## config.mk

```make
export PLATFORM = sky130hd
export DESIGN_NAME = i2c_master_transfer_sequencer_core
export DESIGN_NICKNAME = d
export VERILOG_FILES = /design/src/hdl/i2cseq_pkg.sv /design/src/hdl/i2c_master_transfer_sequencer_core.sv /design/src/hdl/i2cseq_txbuf.sv /design/src/hdl/i2cseq_ctrl.sv
export SDC_FILE = /design/constraint.sdc
export NUM_CORES = 1
export LEC_CHECK = 0
export ABC_CLOCK_PERIOD_IN_PS = 5200
export BUFFER_PORTS_ARGS = -buffer_cell sky130_fd_sc_hd__buf_2
export CORE_MARGIN = 2
export CORE_UTILIZATION = 38
export CTS_CLUSTER_SIZE = 40
export DETAILED_ROUTE_END_ITERATION = 16
export SLEW_MARGIN = 10
export SYNTH_ARGS = -nofsm -noshare
export SYNTH_HDL_FRONTEND = slang
export SYNTH_SLANG_ARGS = --single-unit
```

## constraint.sdc

```tcl
create_clock -name clk -period 5.2 [get_ports clk]
set_clock_uncertainty 0.05 [all_clocks]
set_input_delay 0.26 -clock clk [delete_from_list [all_inputs] [get_ports clk]]
set_output_delay 0.26 -clock clk [all_outputs]
set_load 0.005 [all_outputs]
```

## src/hdl/i2cseq_pkg.sv

```systemverilog
// ----------------------------------------------------------------------------
// i2cseq_pkg
// Types and codes of the I2C register transfer sequencer.
// ----------------------------------------------------------------------------
package i2cseq_pkg;

  localparam logic [1:0] OP_POLL  = 2'd0;
  localparam logic [1:0] OP_READ  = 2'd1;
  localparam logic [1:0] OP_WRITE = 2'd2;
  localparam logic [1:0] OP_LOAD  = 2'd3;

  localparam logic [3:0] PH_IDLE       = 4'd0;
  localparam logic [3:0] PH_START      = 4'd1;
  localparam logic [3:0] PH_ADDR_W     = 4'd2;
  localparam logic [3:0] PH_REG        = 4'd3;
  localparam logic [3:0] PH_WRITE_DATA = 4'd4;
  localparam logic [3:0] PH_RESTART    = 4'd5;
  localparam logic [3:0] PH_ADDR_R     = 4'd6;
  localparam logic [3:0] PH_READ_DATA  = 4'd7;
  localparam logic [3:0] PH_DONE       = 4'd8;
  localparam logic [3:0] PH_ERROR      = 4'd9;

  localparam logic [2:0] ST_IDLE     = 3'd0;
  localparam logic [2:0] ST_BUSY     = 3'd1;
  localparam logic [2:0] ST_DONE     = 3'd2;
  localparam logic [2:0] ST_FAULT    = 3'd3;
  localparam logic [2:0] ST_ACCEPTED = 3'd4;
  localparam logic [2:0] ST_REJECTED = 3'd5;

  localparam logic [1:0] ACT_NONE = 2'd0;
  localparam logic [1:0] ACT_WRITE = 2'd1;
  localparam logic [1:0] ACT_RECV = 2'd2;

  localparam logic [1:0] ACK_KEEP    = 2'd0;
  localparam logic [1:0] ACK_ENABLE  = 2'd1;
  localparam logic [1:0] ACK_DISABLE = 2'd2;

  localparam int FL_SB   = 0;
  localparam int FL_ADDR = 1;
  localparam int FL_TXE  = 2;
  localparam int FL_BTF  = 3;
  localparam int FL_RXNE = 4;
  localparam int FL_NACK = 5;

  localparam logic [7:0] TIMEOUT_RESET = 8'd5;
  localparam logic [15:0] CNT_MAX = 16'hFFFF;

  typedef struct packed {
    logic [1:0] op;
    logic [6:0] device_address;
    logic [7:0] register_address;
    logic [5:0] byte_count;
    logic [4:0] load_index;
    logic [7:0] byte_value;
    logic [5:0] status_flags;
    logic [15:0] now_ms;
  } item_t;

  typedef struct packed {
    logic [2:0]  status_code;
    logic [1:0]  data_action;
    logic [7:0]  data_byte;
    logic [4:0]  data_index;
    logic        issue_start;
    logic        issue_stop;
    logic [1:0]  ack_control;
    logic        clear_nack;
    logic        read_status_two;
    logic        recover_bus;
    logic [15:0] fault_total;
    logic [15:0] recovery_total;
  } result_t;

  // Buffer port request: one write and one read position per cycle.
  typedef struct packed {
    logic       we;
    logic [4:0] widx;
    logic [7:0] wdata;
    logic [5:0] rpos;
  } bufreq_t;

endpackage

```

## src/hdl/i2c_master_transfer_sequencer_core.sv

```systemverilog
// ----------------------------------------------------------------------------
// i2c_master_transfer_sequencer_core
// Register read/write sequencer for a byte-level I2C master.
//
//   channel  direction  ports                      payload
//   in_      slave      tvalid tready tdata tuser  poll / start / load item
//   out_     master     tvalid tready tdata tuser  one result per item
//   cfg_     write      wr_en wr_data              phase timeout in ms
//
// One item per cycle unless stalled; results show in the cycle after.
// The transmit buffer is read ahead, registered, at the next send position.
// Reset is synchronous; the buffer content is not cleared.
// A stalled output holds its result; input is taken when the output
// register is empty or being emptied in the same cycle.
// ----------------------------------------------------------------------------
module i2c_master_transfer_sequencer_core
  import i2cseq_pkg::*;
#(
  parameter int BUFFER_DEPTH = 32
) (
  input  logic        clk,
  input  logic        rst_n,
  input  logic        in_tvalid,
  output logic        in_tready,
  // [6:0] device_address, [14:7] register_address, [20:15] byte_count,
  // [25:21] load_index, [33:26] byte_value, [39:34] status_flags,
  // [55:40] now_ms
  input  logic [55:0] in_tdata,
  // [1:0] op
  input  logic [1:0]  in_tuser,
  output logic        out_tvalid,
  input  logic        out_tready,
  // [2:0] status_code, [10:3] data_byte, [15:11] data_index,
  // [16] issue_start, [17] issue_stop, [19:18] ack_control,
  // [20] clear_nack, [21] read_status_two, [22] recover_bus,
  // [38:23] fault_total, [54:39] recovery_total, [55] zero
  output logic [55:0] out_tdata,
  // [1:0] data_action
  output logic [1:0]  out_tuser,
  input  logic        cfg_wr_en,
  input  logic [7:0]  cfg_wr_data
);

  item_t      item;
  result_t    res;
  bufreq_t    breq;
  logic [7:0] buf_byte;
  logic       in_fire;

  logic        out_valid_r;
  logic [55:0] out_data_r;
  logic [1:0]  out_user_r;

  assign in_tready = !out_valid_r || out_tready;
  assign in_fire   = in_tvalid && in_tready;

  always_comb begin
    item.op               = in_tuser;
    item.device_address   = in_tdata[6:0];
    item.register_address = in_tdata[14:7];
    item.byte_count       = in_tdata[20:15];
    item.load_index       = in_tdata[25:21];
    item.byte_value       = in_tdata[33:26];
    item.status_flags     = in_tdata[39:34];
    item.now_ms           = in_tdata[55:40];
  end

  i2cseq_txbuf #(
    .DEPTH(BUFFER_DEPTH)
  ) u_txbuf (
    .clk    (clk),
    .req    (breq),
    .rd_byte(buf_byte)
  );

  i2cseq_ctrl #(
    .DEPTH(BUFFER_DEPTH)
  ) u_ctrl (
    .clk     (clk),
    .rst_n   (rst_n),
    .fire    (in_fire),
    .item    (item),
    .cfg_we  (cfg_wr_en),
    .cfg_data(cfg_wr_data),
    .buf_byte(buf_byte),
    .breq    (breq),
    .res     (res)
  );

  always_ff @(posedge clk) begin
    if (!rst_n) begin
      out_valid_r <= 1'b0;
    end else if (in_fire) begin
      out_valid_r <= 1'b1;
    end else if (out_tready) begin
      out_valid_r <= 1'b0;
    end
  end

  always_ff @(posedge clk) begin
    if (in_fire) begin
      out_data_r <= {1'b0, res.recovery_total, res.fault_total, res.recover_bus,
                     res.read_status_two, res.clear_nack, res.ack_control,
                     res.issue_stop, res.issue_start, res.data_index,
                     res.data_byte, res.status_code};
      out_user_r <= res.data_action;
    end
  end

  assign out_tvalid = out_valid_r;
  assign out_tdata  = out_data_r;
  assign out_tuser  = out_user_r;

endmodule

```

## src/hdl/i2cseq_txbuf.sv

```systemverilog
// ----------------------------------------------------------------------------
// i2cseq_txbuf
// Transmit byte buffer; registered read of the next send position with
// write-to-read forwarding; an out-of-range position reads as zero.
// ----------------------------------------------------------------------------
module i2cseq_txbuf
  import i2cseq_pkg::*;
#(
  parameter int DEPTH = 32
) (
  input  logic       clk,
  input  bufreq_t    req,
  output logic [7:0] rd_byte
);

  localparam int AW = (DEPTH > 1) ? $clog2(DEPTH) : 1;
  localparam int PW = (AW > 6) ? AW : 6;
  localparam int LW = (AW > 5) ? AW : 5;
  localparam logic [8:0] DEPTH9 = 9'(DEPTH);

  logic [7:0] mem [DEPTH];
  logic [7:0] rd_byte_r;

  logic [PW-1:0] rpos_ext;
  logic [LW-1:0] widx_ext;
  logic [AW-1:0] raddr;
  logic [AW-1:0] waddr;
  logic          w_ok;
  logic          r_ok;

  assign rpos_ext = PW'(req.rpos);
  assign widx_ext = LW'(req.widx);
  assign raddr    = rpos_ext[AW-1:0];
  assign waddr    = widx_ext[AW-1:0];
  assign w_ok     = req.we && ({4'b0000, req.widx} < DEPTH9);
  assign r_ok     = {3'b000, req.rpos} < DEPTH9;

  always_ff @(posedge clk) begin
    if (w_ok) begin
      mem[waddr] <= req.wdata;
    end
  end

  always_ff @(posedge clk) begin
    if (!r_ok) begin
      rd_byte_r <= 8'd0;
    end else if (w_ok && (waddr == raddr)) begin
      rd_byte_r <= req.wdata;
    end else begin
      rd_byte_r <= mem[raddr];
    end
  end

  assign rd_byte = rd_byte_r;

endmodule

```

## src/hdl/i2cseq_ctrl.sv

```systemverilog
// ----------------------------------------------------------------------------
// i2cseq_ctrl
// Transfer phase sequencer: decides one result per item and updates the
// transfer state, counters and timeout register.
// ----------------------------------------------------------------------------
module i2cseq_ctrl
  import i2cseq_pkg::*;
#(
  parameter int DEPTH = 32
) (
  input  logic       clk,
  input  logic       rst_n,
  input  logic       fire,
  input  item_t      item,
  input  logic       cfg_we,
  input  logic [7:0] cfg_data,
  input  logic [7:0] buf_byte,
  output bufreq_t    breq,
  output result_t    res
);

  localparam logic [8:0] DEPTH9 = 9'(DEPTH);

  logic [7:0]  timeout_r;
  logic [3:0]  phase_r, phase_nxt;
  logic [6:0]  taddr_r, taddr_nxt;
  logic [7:0]  treg_r, treg_nxt;
  logic [5:0]  len_r, len_nxt;
  logic [5:0]  pos_r, pos_nxt;
  logic        rd_r, rd_nxt;
  logic [15:0] tstart_r, tstart_nxt;
  logic [15:0] fault_r, fault_nxt;
  logic [15:0] recov_r, recov_nxt;

  logic        busy;
  logic        busy_nxt;
  logic        handled;
  logic        start_op;
  logic [15:0] elapsed;
  logic [5:0]  pos_inc;

  assign busy = (phase_r != PH_IDLE) && (phase_r != PH_DONE) && (phase_r != PH_ERROR);
  assign busy_nxt = (phase_nxt != PH_IDLE) && (phase_nxt != PH_DONE) &&
                    (phase_nxt != PH_ERROR);
  assign start_op = (item.op == OP_READ) || (item.op == OP_WRITE);
  assign elapsed  = item.now_ms - tstart_r;
  assign pos_inc  = pos_r + 6'd1;

  always_comb begin
    phase_nxt  = phase_r;
    taddr_nxt  = taddr_r;
    treg_nxt   = treg_r;
    len_nxt    = len_r;
    pos_nxt    = pos_r;
    rd_nxt     = rd_r;
    tstart_nxt = tstart_r;
    fault_nxt  = fault_r;
    recov_nxt  = recov_r;
    handled    = 1'b0;
    res        = '0;

    if (start_op) begin
      handled = 1'b1;
      if (busy || ({3'b000, item.byte_count} > DEPTH9) ||
          ((item.op == OP_READ) && (item.byte_count == 6'd0))) begin
        res.status_code = ST_REJECTED;
      end else begin
        taddr_nxt  = item.device_address;
        treg_nxt   = item.register_address;
        len_nxt    = item.byte_count;
        pos_nxt    = 6'd0;
        rd_nxt     = (item.op == OP_READ);
        phase_nxt  = PH_START;
        tstart_nxt = item.now_ms;
        res.status_code = ST_ACCEPTED;
      end
    end else if (item.op == OP_LOAD) begin
      handled = 1'b1;
      res.status_code = busy ? ST_BUSY : ST_IDLE;
    end else if (item.status_flags[FL_NACK]) begin
      handled = 1'b1;
      res.clear_nack  = 1'b1;
      res.issue_stop  = 1'b1;
      phase_nxt       = PH_ERROR;
      fault_nxt       = (fault_r != CNT_MAX) ? fault_r + 16'd1 : CNT_MAX;
      res.status_code = ST_FAULT;
    end else if (busy && (elapsed > {8'd0, timeout_r})) begin
      handled = 1'b1;
      res.recover_bus = 1'b1;
      recov_nxt       = (recov_r != CNT_MAX) ? recov_r + 16'd1 : CNT_MAX;
      phase_nxt       = PH_ERROR;
      fault_nxt       = (fault_r != CNT_MAX) ? fault_r + 16'd1 : CNT_MAX;
      res.status_code = ST_FAULT;
    end

    if (!handled) begin
      case (phase_r)
        PH_IDLE: begin
        end
        PH_START: begin
          res.ack_control = ACK_ENABLE;
          res.issue_start = 1'b1;
          phase_nxt       = PH_ADDR_W;
          tstart_nxt      = item.now_ms;
        end
        PH_ADDR_W: begin
          if (item.status_flags[FL_SB]) begin
            res.data_action = ACT_WRITE;
            res.data_byte   = {taddr_r, 1'b0};
            phase_nxt       = PH_REG;
            tstart_nxt      = item.now_ms;
          end
        end
        PH_REG: begin
          if (item.status_flags[FL_ADDR]) begin
            res.read_status_two = 1'b1;
            res.data_action     = ACT_WRITE;
            res.data_byte       = treg_r;
            phase_nxt           = rd_r ? PH_RESTART : PH_WRITE_DATA;
            tstart_nxt          = item.now_ms;
          end
        end
        PH_WRITE_DATA: begin
          if (item.status_flags[FL_TXE]) begin
            if (pos_r < len_r) begin
              res.data_action = ACT_WRITE;
              res.data_byte   = buf_byte;
              pos_nxt         = pos_inc;
              tstart_nxt      = item.now_ms;
            end else if (item.status_flags[FL_BTF]) begin
              res.issue_stop = 1'b1;
              phase_nxt      = PH_DONE;
            end
          end
        end
        PH_RESTART: begin
          if (item.status_flags[FL_BTF]) begin
            res.issue_start = 1'b1;
            phase_nxt       = PH_ADDR_R;
            tstart_nxt      = item.now_ms;
          end
        end
        PH_ADDR_R: begin
          if (item.status_flags[FL_SB]) begin
            res.data_action = ACT_WRITE;
            res.data_byte   = {taddr_r, 1'b1};
            if (len_r == 6'd1) begin
              res.ack_control = ACK_DISABLE;
            end
            phase_nxt  = PH_READ_DATA;
            tstart_nxt = item.now_ms;
          end
        end
        PH_READ_DATA: begin
          if (item.status_flags[FL_ADDR]) begin
            res.read_status_two = 1'b1;
            if (len_r == 6'd1) begin
              res.issue_stop = 1'b1;
            end
            tstart_nxt = item.now_ms;
          end else if (item.status_flags[FL_RXNE]) begin
            res.data_action = ACT_RECV;
            res.data_byte   = item.byte_value;
            res.data_index  = pos_r[4:0];
            pos_nxt         = pos_inc;
            tstart_nxt      = item.now_ms;
            if ((len_r != 6'd0) && (pos_inc == len_r - 6'd1)) begin
              res.ack_control = ACK_DISABLE;
              res.issue_stop  = 1'b1;
            end
            if (pos_inc >= len_r) begin
              phase_nxt = PH_DONE;
            end
          end
        end
        PH_DONE: begin
          phase_nxt       = PH_IDLE;
          res.status_code = ST_DONE;
          handled         = 1'b1;
        end
        PH_ERROR: begin
          phase_nxt       = PH_IDLE;
          res.status_code = ST_FAULT;
          handled         = 1'b1;
        end
        default: begin
          phase_nxt = PH_IDLE;
        end
      endcase
      if (!handled) begin
        res.status_code = busy_nxt ? ST_BUSY : ST_IDLE;
      end
    end

    res.fault_total    = fault_nxt;
    res.recovery_total = recov_nxt;
  end

  always_comb begin
    breq.we    = fire && (item.op == OP_LOAD);
    breq.widx  = item.load_index;
    breq.wdata = item.byte_value;
    breq.rpos  = fire ? pos_nxt : pos_r;
  end

  always_ff @(posedge clk) begin
    if (!rst_n) begin
      timeout_r <= TIMEOUT_RESET;
    end else if (cfg_we) begin
      timeout_r <= cfg_data;
    end
  end

  always_ff @(posedge clk) begin
    if (!rst_n) begin
      phase_r  <= PH_IDLE;
      taddr_r  <= '0;
      treg_r   <= '0;
      len_r    <= '0;
      pos_r    <= '0;
      rd_r     <= 1'b0;
      tstart_r <= '0;
      fault_r  <= '0;
      recov_r  <= '0;
    end else if (fire) begin
      phase_r  <= phase_nxt;
      taddr_r  <= taddr_nxt;
      treg_r   <= treg_nxt;
      len_r    <= len_nxt;
      pos_r    <= pos_nxt;
      rd_r     <= rd_nxt;
      tstart_r <= tstart_nxt;
      fault_r  <= fault_nxt;
      recov_r  <= recov_nxt;
    end
  end

endmodule

```

==> summary.txt, run 1 <==
Run status
  – Status: finished, final reports clean

Synth
  – Ys flop type: edfxtp_1
  – Syn_area_per_cell: 11.7 um^2
  – Post-Syn Instances: 1,618
  – Number of flops mapped to enable cells by yosys: 313
  – Sequential share of the synthesized area: 59.7%
  – Cell Area, Synth: 19,000 um^2
  – Ys Warns: 0
  – Mapped Nets: 1,732
  – Register bit total from synthesis: 410
  – Cell variety after synth: 83
  – Asr flop ratio synth: 0%

Min path
  – Worst Hold End: u_ctrl.timeout_r[2]$_SDFFE_PN1P_
  – Hold Path Stages: 3
  – HP Class: input pin to flip-flop
  – Hold_sp: cfg_wr_en

Finish
  – Final instance count without filler cells: 2,535
  – Layout fillers: 4,405
  – Multi-input logic area: 7240 um^2
  – Nets: 1,951
  – Layout Utilization: 46.7%
  – Commonest non-fill, non-tap cells in the layout: 313 x edfxtp_1, 188 x nand2_1, 138 x nor2_1
  – Most common cell after layout, fill and taps aside: edfxtp_1
  – Area growth from synthesis to layout: 20.8%
  – Storage cell area: 11,300 um^2
  – Share of cells above drive strength 1: 20.9%

Critical path
  – Worst reg2reg path endpoint: u_txbuf.rd_byte[0]$_SDFF_PP0_
  – Worst setup EP type: flip-flop
  – Crit Path Max Fanout: 6
  – Worst Path Required: 5.61 ns
  – Flop2flop setup slack: 0.13 ns
  – Worst Path Arrival: 5.49 ns
  – Origin of the critical flop-to-flop path: u_ctrl.tstart_r[2]$_SDFFE_PN0P_
  – CP Launch Type: flip-flop
  – Worst Reg-to-Reg Cells: 23
  – Crit path kind: flip-flop to flip-flop

Placement
  – Placed insts: 2,397
  – Placer Congestion: 0.945
  – Port bufs: 129
  – Hpwl dp: 34.2 mm

Pwr
  – Gate power share: 8.1%
  – Leakage: 7.99 nW
  – Internal power: 0.00558 W
  – Peak supply drop: 0.293 mV
  – Seq pwr share: 49.9%
  – Clock power share: 42.0%
  – Pwr dens: 316 nW/um^2
  – Net Switching: 0.00166 W
  – Sw Ratio: 22.9%

Clock tree
  – TritonCTS clock tree: done
  – Sinks on Clock Net: 410
  – Num CTS Buffers: 43
  – Root Buffer: clkbuf_16
  – Later-pin clock latency in the skew report: 0.57 ns
  – H-Tree Depth: 2
  – CTS max path bufs: 3
  – CTS clk-pin slew, worst paths: 0.06 ns

Routing
  – Wirelength per Cell: 20.2 um
  – WL final: 51.1 mm
  – Antenna-violating nets left: 0
  – Vias per cell: 5.50
  – Drt drc: 0
  – DRT Pass-1 Iters: 5
  – DR vias: 13,900
  – Drt first-iter violations: 1,397

Die
  – Full die area: 51,800 um^2
  – Initial Utilization: 38.6%
  – I/O pin count: 131
  – Die width: 228 um
  – Row cnt: 81
  – CORE AREA: 49,200 um^2
  – Die height: 228 um

STA
  – Final period util: 97.6%
  – Max-slew violations: 0
  – Worst-Margin Slew: 1.02 ns
  – TNS Setup: 0 ns
  – Achievable Freq: 197 MHz
  – Setup-failing EPs final: 0
  – Final Hold Slack: 0.0250 ns
  – Crit path time final: 5.07 ns
  – Max-slew headroom: 32.0%
  – Final count of hold timing violations: 0

GRT
  – Total grt overflow: 0
  – Global-route usage over all layers: 19.3%
  – Pin count of the biggest net entering global routing: 92
  – Vias in the first global route: 13,500
  – First-pass GRT wire length: 76.8 mm
  – Initial antenna violation count: 4

Job
  – Max-cap violations: 0
==> Yosys cell counts, drive strengths merged (14+ instances only) <==
cell type,instances,share of area (%)
xnor2,23,1.1
a21o,15,0.59
buf,26,0.96
nor2,142,2.9
nand3,25,0.66
xor2,14,0.65
ha,42,2.8
o211ai,14,0.55
o21ai,45,1.2
a211oi,17,0.70
and3,30,0.99
a31oi,24,0.79
mux2,45,2.7
mux2i,62,3.3
a21oi,99,2.6
a311oi,16,0.74
inv,49,0.97
clkbuf,64,1.3
edfxtp,313,50
a22oi,39,1.5
nor3,21,0.64
dfxtp,97,10
nand2,189,3.8
nor3b,15,0.59
==> layout make-up <==
| cell class | instances | area share (%) |
|---|---|---|
| Clock buffer | 53 | 4.99 |
| Timing Repair Buffer | 264 | 8.44 |
| Sequential cell | 410 | 49.5 |
| Antenna cell | 1 | 0.0109 |
| Tap cell | 664 | 3.62 |
| Multi-Input combinational cell | 1068 | 31.6 |
| Inverter | 50 | 0.829 |
| Clock inverter | 25 | 1.06 |
==> per-layer routing <==
metal / vias to the layer above / global-route usage [%] / share of wire [%]
li1: 6549 / - / -
met1: 6800 / 25.3 / 43
met2: 471 / 31.8 / 47
met3: 111 / 3.34 / 6.2
met4: 2 / 7.65 / 3.5
met5: - / 0 / 0.025
==> critical path: stages, from the launching register on <==
cell and delay [ns]:
dfxtp_1 0.35, inv_1 0.05, ha_2 0.38, o21a_1 0.14, o31a_1 0.17, o21ai_2 0.09
xnor2_1 0.13, ha_1 0.32, nand4_1 0.14, nor2_2 0.15, a211oi_2 0.06, a211o_1 0.29
a221o_1 0.36, or3_4 0.40, o31ai_4 0.23, a41oi_4 0.19, buf_6 0.19, buf_12 0.12
clkbuf_16 0.15, mux2_2 0.27, a221o_1 0.32, a2bb2oi_1 0.17, o22ai_1 0.15, o21ai_1 0.07
==> cells by family after synthesis <==
| logic type | synth area share [%] |
|---|---|
| AND/OR/NAND/NOR | 12.2 |
| flip-flops | 59.7 |
| AO/OA/AOI/OAI | 14.3 |
| buffers and inverters | 3.22 |
| multiplexers | 5.94 |
| adder cells (fa/ha/maj) | 2.87 |
| XOR/XNOR | 1.71 |
| other | 0.0198 |
==> through the flow <==
step	power [W]	worst slack (ns)	instance area (um^2)
after global routing	0.00749	-0.0338	22900
after floorplan	0.00399	0.341	19000
after detailed placement	0.00421	-0.124	20700
after CTS	0.00728	0.0184	22500
after global placement	0.00420	-0.113	20700
final	0.00724	0.127	22900
==> registers in the layout (all words and copies together), names as in the netlist <==
| signal | cells |
|---|---|
| out_tuser | 2 |
| u_ctrl.rd_r | 1 |
| u_ctrl.treg_r | 8 |
| u_txbuf.mem | 256 |
| u_ctrl.tstart_r | 16 |
| out_tvalid | 1 |
| u_ctrl.taddr_r | 7 |
| u_ctrl.timeout_r | 8 |
| u_ctrl.recov_r | 16 |
| u_ctrl.len_r | 6 |
| out_tdata | 55 |
| u_txbuf.rd_byte | 8 |
| u_ctrl.pos_r | 6 |
| u_ctrl.fault_r | 16 |
| u_ctrl.phase_r | 4 |
==> how the worst max path moves through the flow <==
| stage | startpoint | to | slack (ns) | cells past startpoint |
|---|---|---|---|---|
| after global placement | in_tdata[40] | u_txbuf.rd_byte[5]$_SDFF_PP0_ | -0.11 | 24 |
| after global routing | u_ctrl.tstart_r[6]$_SDFFE_PN0P_ | u_txbuf.rd_byte[0]$_SDFF_PP0_ | -0.03 | 23 |
| after detailed placement | in_tdata[40] | u_txbuf.rd_byte[5]$_SDFF_PP0_ | -0.12 | 24 |
| final | u_ctrl.tstart_r[2]$_SDFFE_PN0P_ | u_txbuf.rd_byte[0]$_SDFF_PP0_ | 0.13 | 23 |
| after CTS | u_ctrl.tstart_r[0]$_SDFFE_PN0P_ | u_txbuf.rd_byte[1]$_SDFF_PP0_ | 0.02 | 22 |
| after floorplan | u_ctrl.tstart_r[0]$_SDFFE_PN0P_ | out_tdata[0]$_DFFE_PP_ | 0.34 | 19 |
==> power by group through the flow <==
stage                     sequential, W  clock [W]  combinational [W]
after floorplan                 0.00367          0           0.000315
after global routing            0.00362    0.00322           0.000646
after detailed placement        0.00368          0           0.000530
final                           0.00361    0.00304           0.000586
after CTS                       0.00361    0.00311           0.000561
after global placement          0.00368          0           0.000522
==> what timing repair did <==
item,4_1_cts,5_1_grt
buffers inserted,0,11
pin swaps,1,22
endpoints found under the setup margin,8,35
cloned,0,2
endpoints found under the hold margin,44,0
hold buffers,46,0
gates resized for setup,8,52
No activity file was read; power rests on OpenSTA's default activity.
==> inputs of run 2 (changes only) <==
--- a/config.mk
+++ b/config.mk
@@ -5,8 +5,10 @@
 export SDC_FILE = /design/constraint.sdc
 export NUM_CORES = 1
 export LEC_CHECK = 0
+export ABC_AREA = 1
 export ABC_CLOCK_PERIOD_IN_PS = 5200
 export BUFFER_PORTS_ARGS = -buffer_cell sky130_fd_sc_hd__buf_2
+export CORE_ASPECT_RATIO = 0.75
 export CORE_MARGIN = 2
 export CORE_UTILIZATION = 38
 export CTS_CLUSTER_SIZE = 40
==> run 2 against run 1 <==
Compared with the run above: final cell count grew 29%; synthesized cell count is 47% higher; sequential share of layout area down 2.2 points; critical path depth is 9 higher; maximum frequency is 8.0% higher; via count grew 23%; register-to-register slack better by 0.40 ns; die area up 10%; sequential power grew 3%; critical endpoint is now u_txbuf.rd_byte[7]$_SDFF_PP0_; largest cell class unchanged; highest routed layer is now met4.
==> summary.txt, run 2 <==
Run status
  – Status: finished, final reports clean

STA
  – Worst-Margin Slew: 1.07 ns (+0.0538 ns)
  – TNS Setup: 0 ns (unchanged)
  – Final period util: 90.3% (-7.2 points)
  – Crit path time final: 4.70 ns (-0.376 ns)
  – RSZ-0062 raised after global routing: no
  – Achievable Freq: 213 MHz (+8.0%)
  – Setup-failing EPs final: 0 (unchanged)
  – Max-slew headroom: 28.1% (-3.9 points)
  – Max-slew violations: 0 (unchanged)
  – Final count of hold timing violations: 0 (unchanged)

Finish
  – Area growth from synthesis to layout: 14.6%
  – Top reg by flops: u_txbuf.mem
  – Nets: 2,626 (+35%)
  – Commonest non-fill, non-tap cells in the layout: 470 x nand2_1, 350 x inv_1, 341 x nand3_1
  – Share of cells above drive strength 1: 10.5% (-10 points)
  – Layout fillers: 5,269 (+20%)
  – Largest register FFs: 256 (unchanged)
  – Most common cell after layout, fill and taps aside: nand2_1

Critical path
  – CP most frequent cell: nand2_1
  – Flop2flop setup slack: 0.53 ns (+0.40 ns)
  – Worst Path Required: 5.62 ns (about the same)
  – Worst path slowest cell: dlygate4sd3_1
  – Worst Path Arrival: 5.12 ns (-0.37 ns)
  – Origin of the critical flop-to-flop path: u_ctrl.tstart_r[2]$_SDFFE_PN0P_
  – Worst Reg-to-Reg Cells: 30 (+30%)
  – Worst reg2reg path endpoint: u_txbuf.rd_byte[7]$_SDFF_PP0_
  – CP Launch Type: input pin
  – Crit Path Max Fanout: 129 (+123)
  – CP max stage delay: 0.51 ns (+0.11 ns)
  – Worst setup EP type: flip-flop
  – Crit path kind: input pin to flip-flop

Pwr
  – Power Total: 0.00818 W (+13%)
  – Peak supply drop: 0.215 mV (-27%)
  – Leakage: 10.1 nW (+27%)
  – Pwr dens: 341 nW/um^2 (+8.0%)

Synth
  – Syn_area_per_cell: 8.80 um^2 (-25%)
  – Sequential share of the synthesized area: 54.2% (-5.5 points)
  – Mapped Nets: 2,491 (+44%)
  – Register bit total from synthesis: 410 (unchanged)
  – Top cell type's share of synthesized area: 44.9% (-4.6 points)
  – Number of flops mapped to enable cells by yosys: 313 (unchanged)
  – Top cells by count, synth: 472 x nand2_1, 351 x inv_1, 341 x nand3_1
  – Asr flop ratio synth: 0% (unchanged)
  – Cell Area, Synth: 20,900 um^2 (+10%)
  – Synth area leaders: edfxtp_1 45%, dfxtp_1 9.3%, nand2_1 8.5%
  – Post-Syn Instances: 2,377 (+47%)
  – Cell variety after synth: 56 (-33%)
  – Cell with the most instances after synthesis: nand2_1
  – Ys Warns: 0 (unchanged)
  – Ys flop type: edfxtp_1
  – Leading area contributor after synthesis: edfxtp_1

Routing
  – Antenna-violating nets left: 0 (unchanged)
  – DRT Pass-1 Iters: 5 (unchanged)
  – WL final: 61.0 mm (+19%)
  – Wirelength per Cell: 18.7 um (-7.5%)
  – Drt drc: 0 (unchanged)
  – DR vias: 17,100 (+23%)
  – Vias per cell: 5.24 (-4.7%)
  – Drt first-iter violations: 1,730 (+24%)

Die
  – Die height: 207 um (-8.9%)
  – Die width: 275 um (+21%)
  – Initial Utilization: 38.4% (-0.18 points)
  – Row cnt: 74 (-8.6%)
  – Full die area: 57,000 um^2 (+10%)
  – I/O pin count: 131 (unchanged)
  – CORE AREA: 54,400 um^2 (+11%)

Clock tree
  – Root Buffer: clkbuf_16
  – Sinks on Clock Net: 410 (unchanged)
  – Later-pin clock latency in the skew report: 0.59 ns (+0.02 ns)
  – # hold bufs at CTS: 44 (-4.3%)
  – H-Tree Depth: 2 (unchanged)
  – CTS max path bufs: 3 (unchanged)
  – TritonCTS clock tree: done
  – CTS clk-pin slew, worst paths: 0.07 ns (about the same)
  – Post-CTS Setup Inserts: 0 (unchanged)
  – CTS resizes: 0 (-8)
  – Num CTS Buffers: 45 (+4.7%)

GRT
  – Total grt overflow: 0 (unchanged)
  – First-pass GRT wire length: 94.2 mm (+23%)
  – Vias in the first global route: 16,100 (+19%)
  – Initial antenna violation count: 4 (unchanged)
  – Pin count of the biggest net entering global routing: 130 (+41%)
  – Global-route usage over all layers: 21.2% (+1.9 points)

Placement
  – Placer Congestion: 0.894 (-5.4%)
  – Hpwl dp: 40.8 mm (+19%)
  – Port bufs: 129 (unchanged)

Min path
  – HP Class: input pin to flip-flop
  – Hold_sp: in_tdata[45]
  – Hold Path Stages: 3 (unchanged)
  – Worst Hold End: u_ctrl.tstart_r[5]$_SDFFE_PN0P_

Job
  – Max-cap violations: 0 (unchanged)
==> run 2: cell types whose count changed in the layout (fill, tap and decap cells not counted), sizes merged, moves of 62 or more <==
cell and delta:
nand3 +320, inv +312, nand2 +295, o21ai +84, buf -66, mux2i -62
==> run 2: cells by family (layout without fill, tap and decap cells) <==
family	after synthesis	count (layout)	share of synthesized area, %
simple gates	1126	1126	24.4
buf+inv	468	636	9.20
flops	410	410	54.2
compound gates	301	301	8.37
fa+ha+maj	43	43	2.61
xor+xnor	28	28	1.21
other cells	1	4	0.0179
==> run 2: final cells by class <==
class / instances / area, um^2 / share of cell area [%]
diodes: 3 / 7.51 / 0.0313
clock buffers: 58 / 1200 / 4.99
clock inverters: 22 / 190 / 0.793
inverters: 363 / 1370 / 5.69
multi-input cells: 1499 / 7670 / 32.0
flip-flops and latches: 410 / 11300 / 47.3
well taps: 722 / 903 / 3.77
repair buffers: 193 / 1310 / 5.47
==> run 2: worst max path at each step <==
stage	startpoint	to	slack [ns]	depth (start not counted)
after floorplan	in_tdata[40]	u_txbuf.rd_byte[5]$_SDFF_PP0_	1.66	28
after global placement	in_tdata[40]	u_txbuf.rd_byte[3]$_SDFF_PP0_	0.60	27
after detailed placement	in_tdata[40]	u_txbuf.rd_byte[7]$_SDFF_PP0_	0.49	27
after CTS	in_tdata[40]	u_txbuf.rd_byte[5]$_SDFF_PP0_	0.58	28
after global routing	in_tdata[40]	u_txbuf.rd_byte[3]$_SDFF_PP0_	0.08	33
final	in_tdata[40]	u_txbuf.rd_byte[7]$_SDFF_PP0_	0.50	32
==> run 2: worst max-delay path, delay by kind of cell <==
family / cells / cell delay, ns
AND/OR/NAND/NOR: 21 / 2.25
AO/OA/AOI/OAI: 2 / 0.28
XOR/XNOR: 1 / 0.11
adder cells (fa/ha/maj): 3 / 0.92
buffers and inverters: 5 / 1.16
==> run 2: through the flow <==
step | utilization [%] | cell area, um^2 | worst slack (ns) | cells | hold WS (ns)
2_1_floorplan | - | 20900 | 1.66 | 2377 | 0.309
3_3_place_gp | 40.7 | 22200 | 0.601 | 3143 | 0.413
3_5_place_dp | 40.7 | 22200 | 0.495 | 3143 | 0.408
4_1_cts | 44.0 | 24000 | 0.580 | 3267 | 0.00390
5_1_grt | 44.1 | 24000 | 0.0827 | 3270 | 0.0241
6_report | 44.1 | 24000 | 0.503 | 3270 | 0.0357
==> run 2: metal layers <==
metal | wire length (um) | vias up | track usage (%)
met4 | 1440 | 0 | 6.11
met2 | 25200 | 727 | 30.1
met1 | 29000 | 8062 | 32.8
met3 | 5340 | 95 | 3.88
met5 | 0 | - | 0
li1 | - | 8236 | -
==> run 2: where the power goes <==
part / leakage [nW] / total (W) / internal (W) / switching (W)
clock: 0.673 / 0.00307 / 0.00173 / 0.00134
combinational: 5.76 / 0.00139 / 0.000441 / 0.000954
sequential: 3.68 / 0.00371 / 0.00364 / 0.0000770
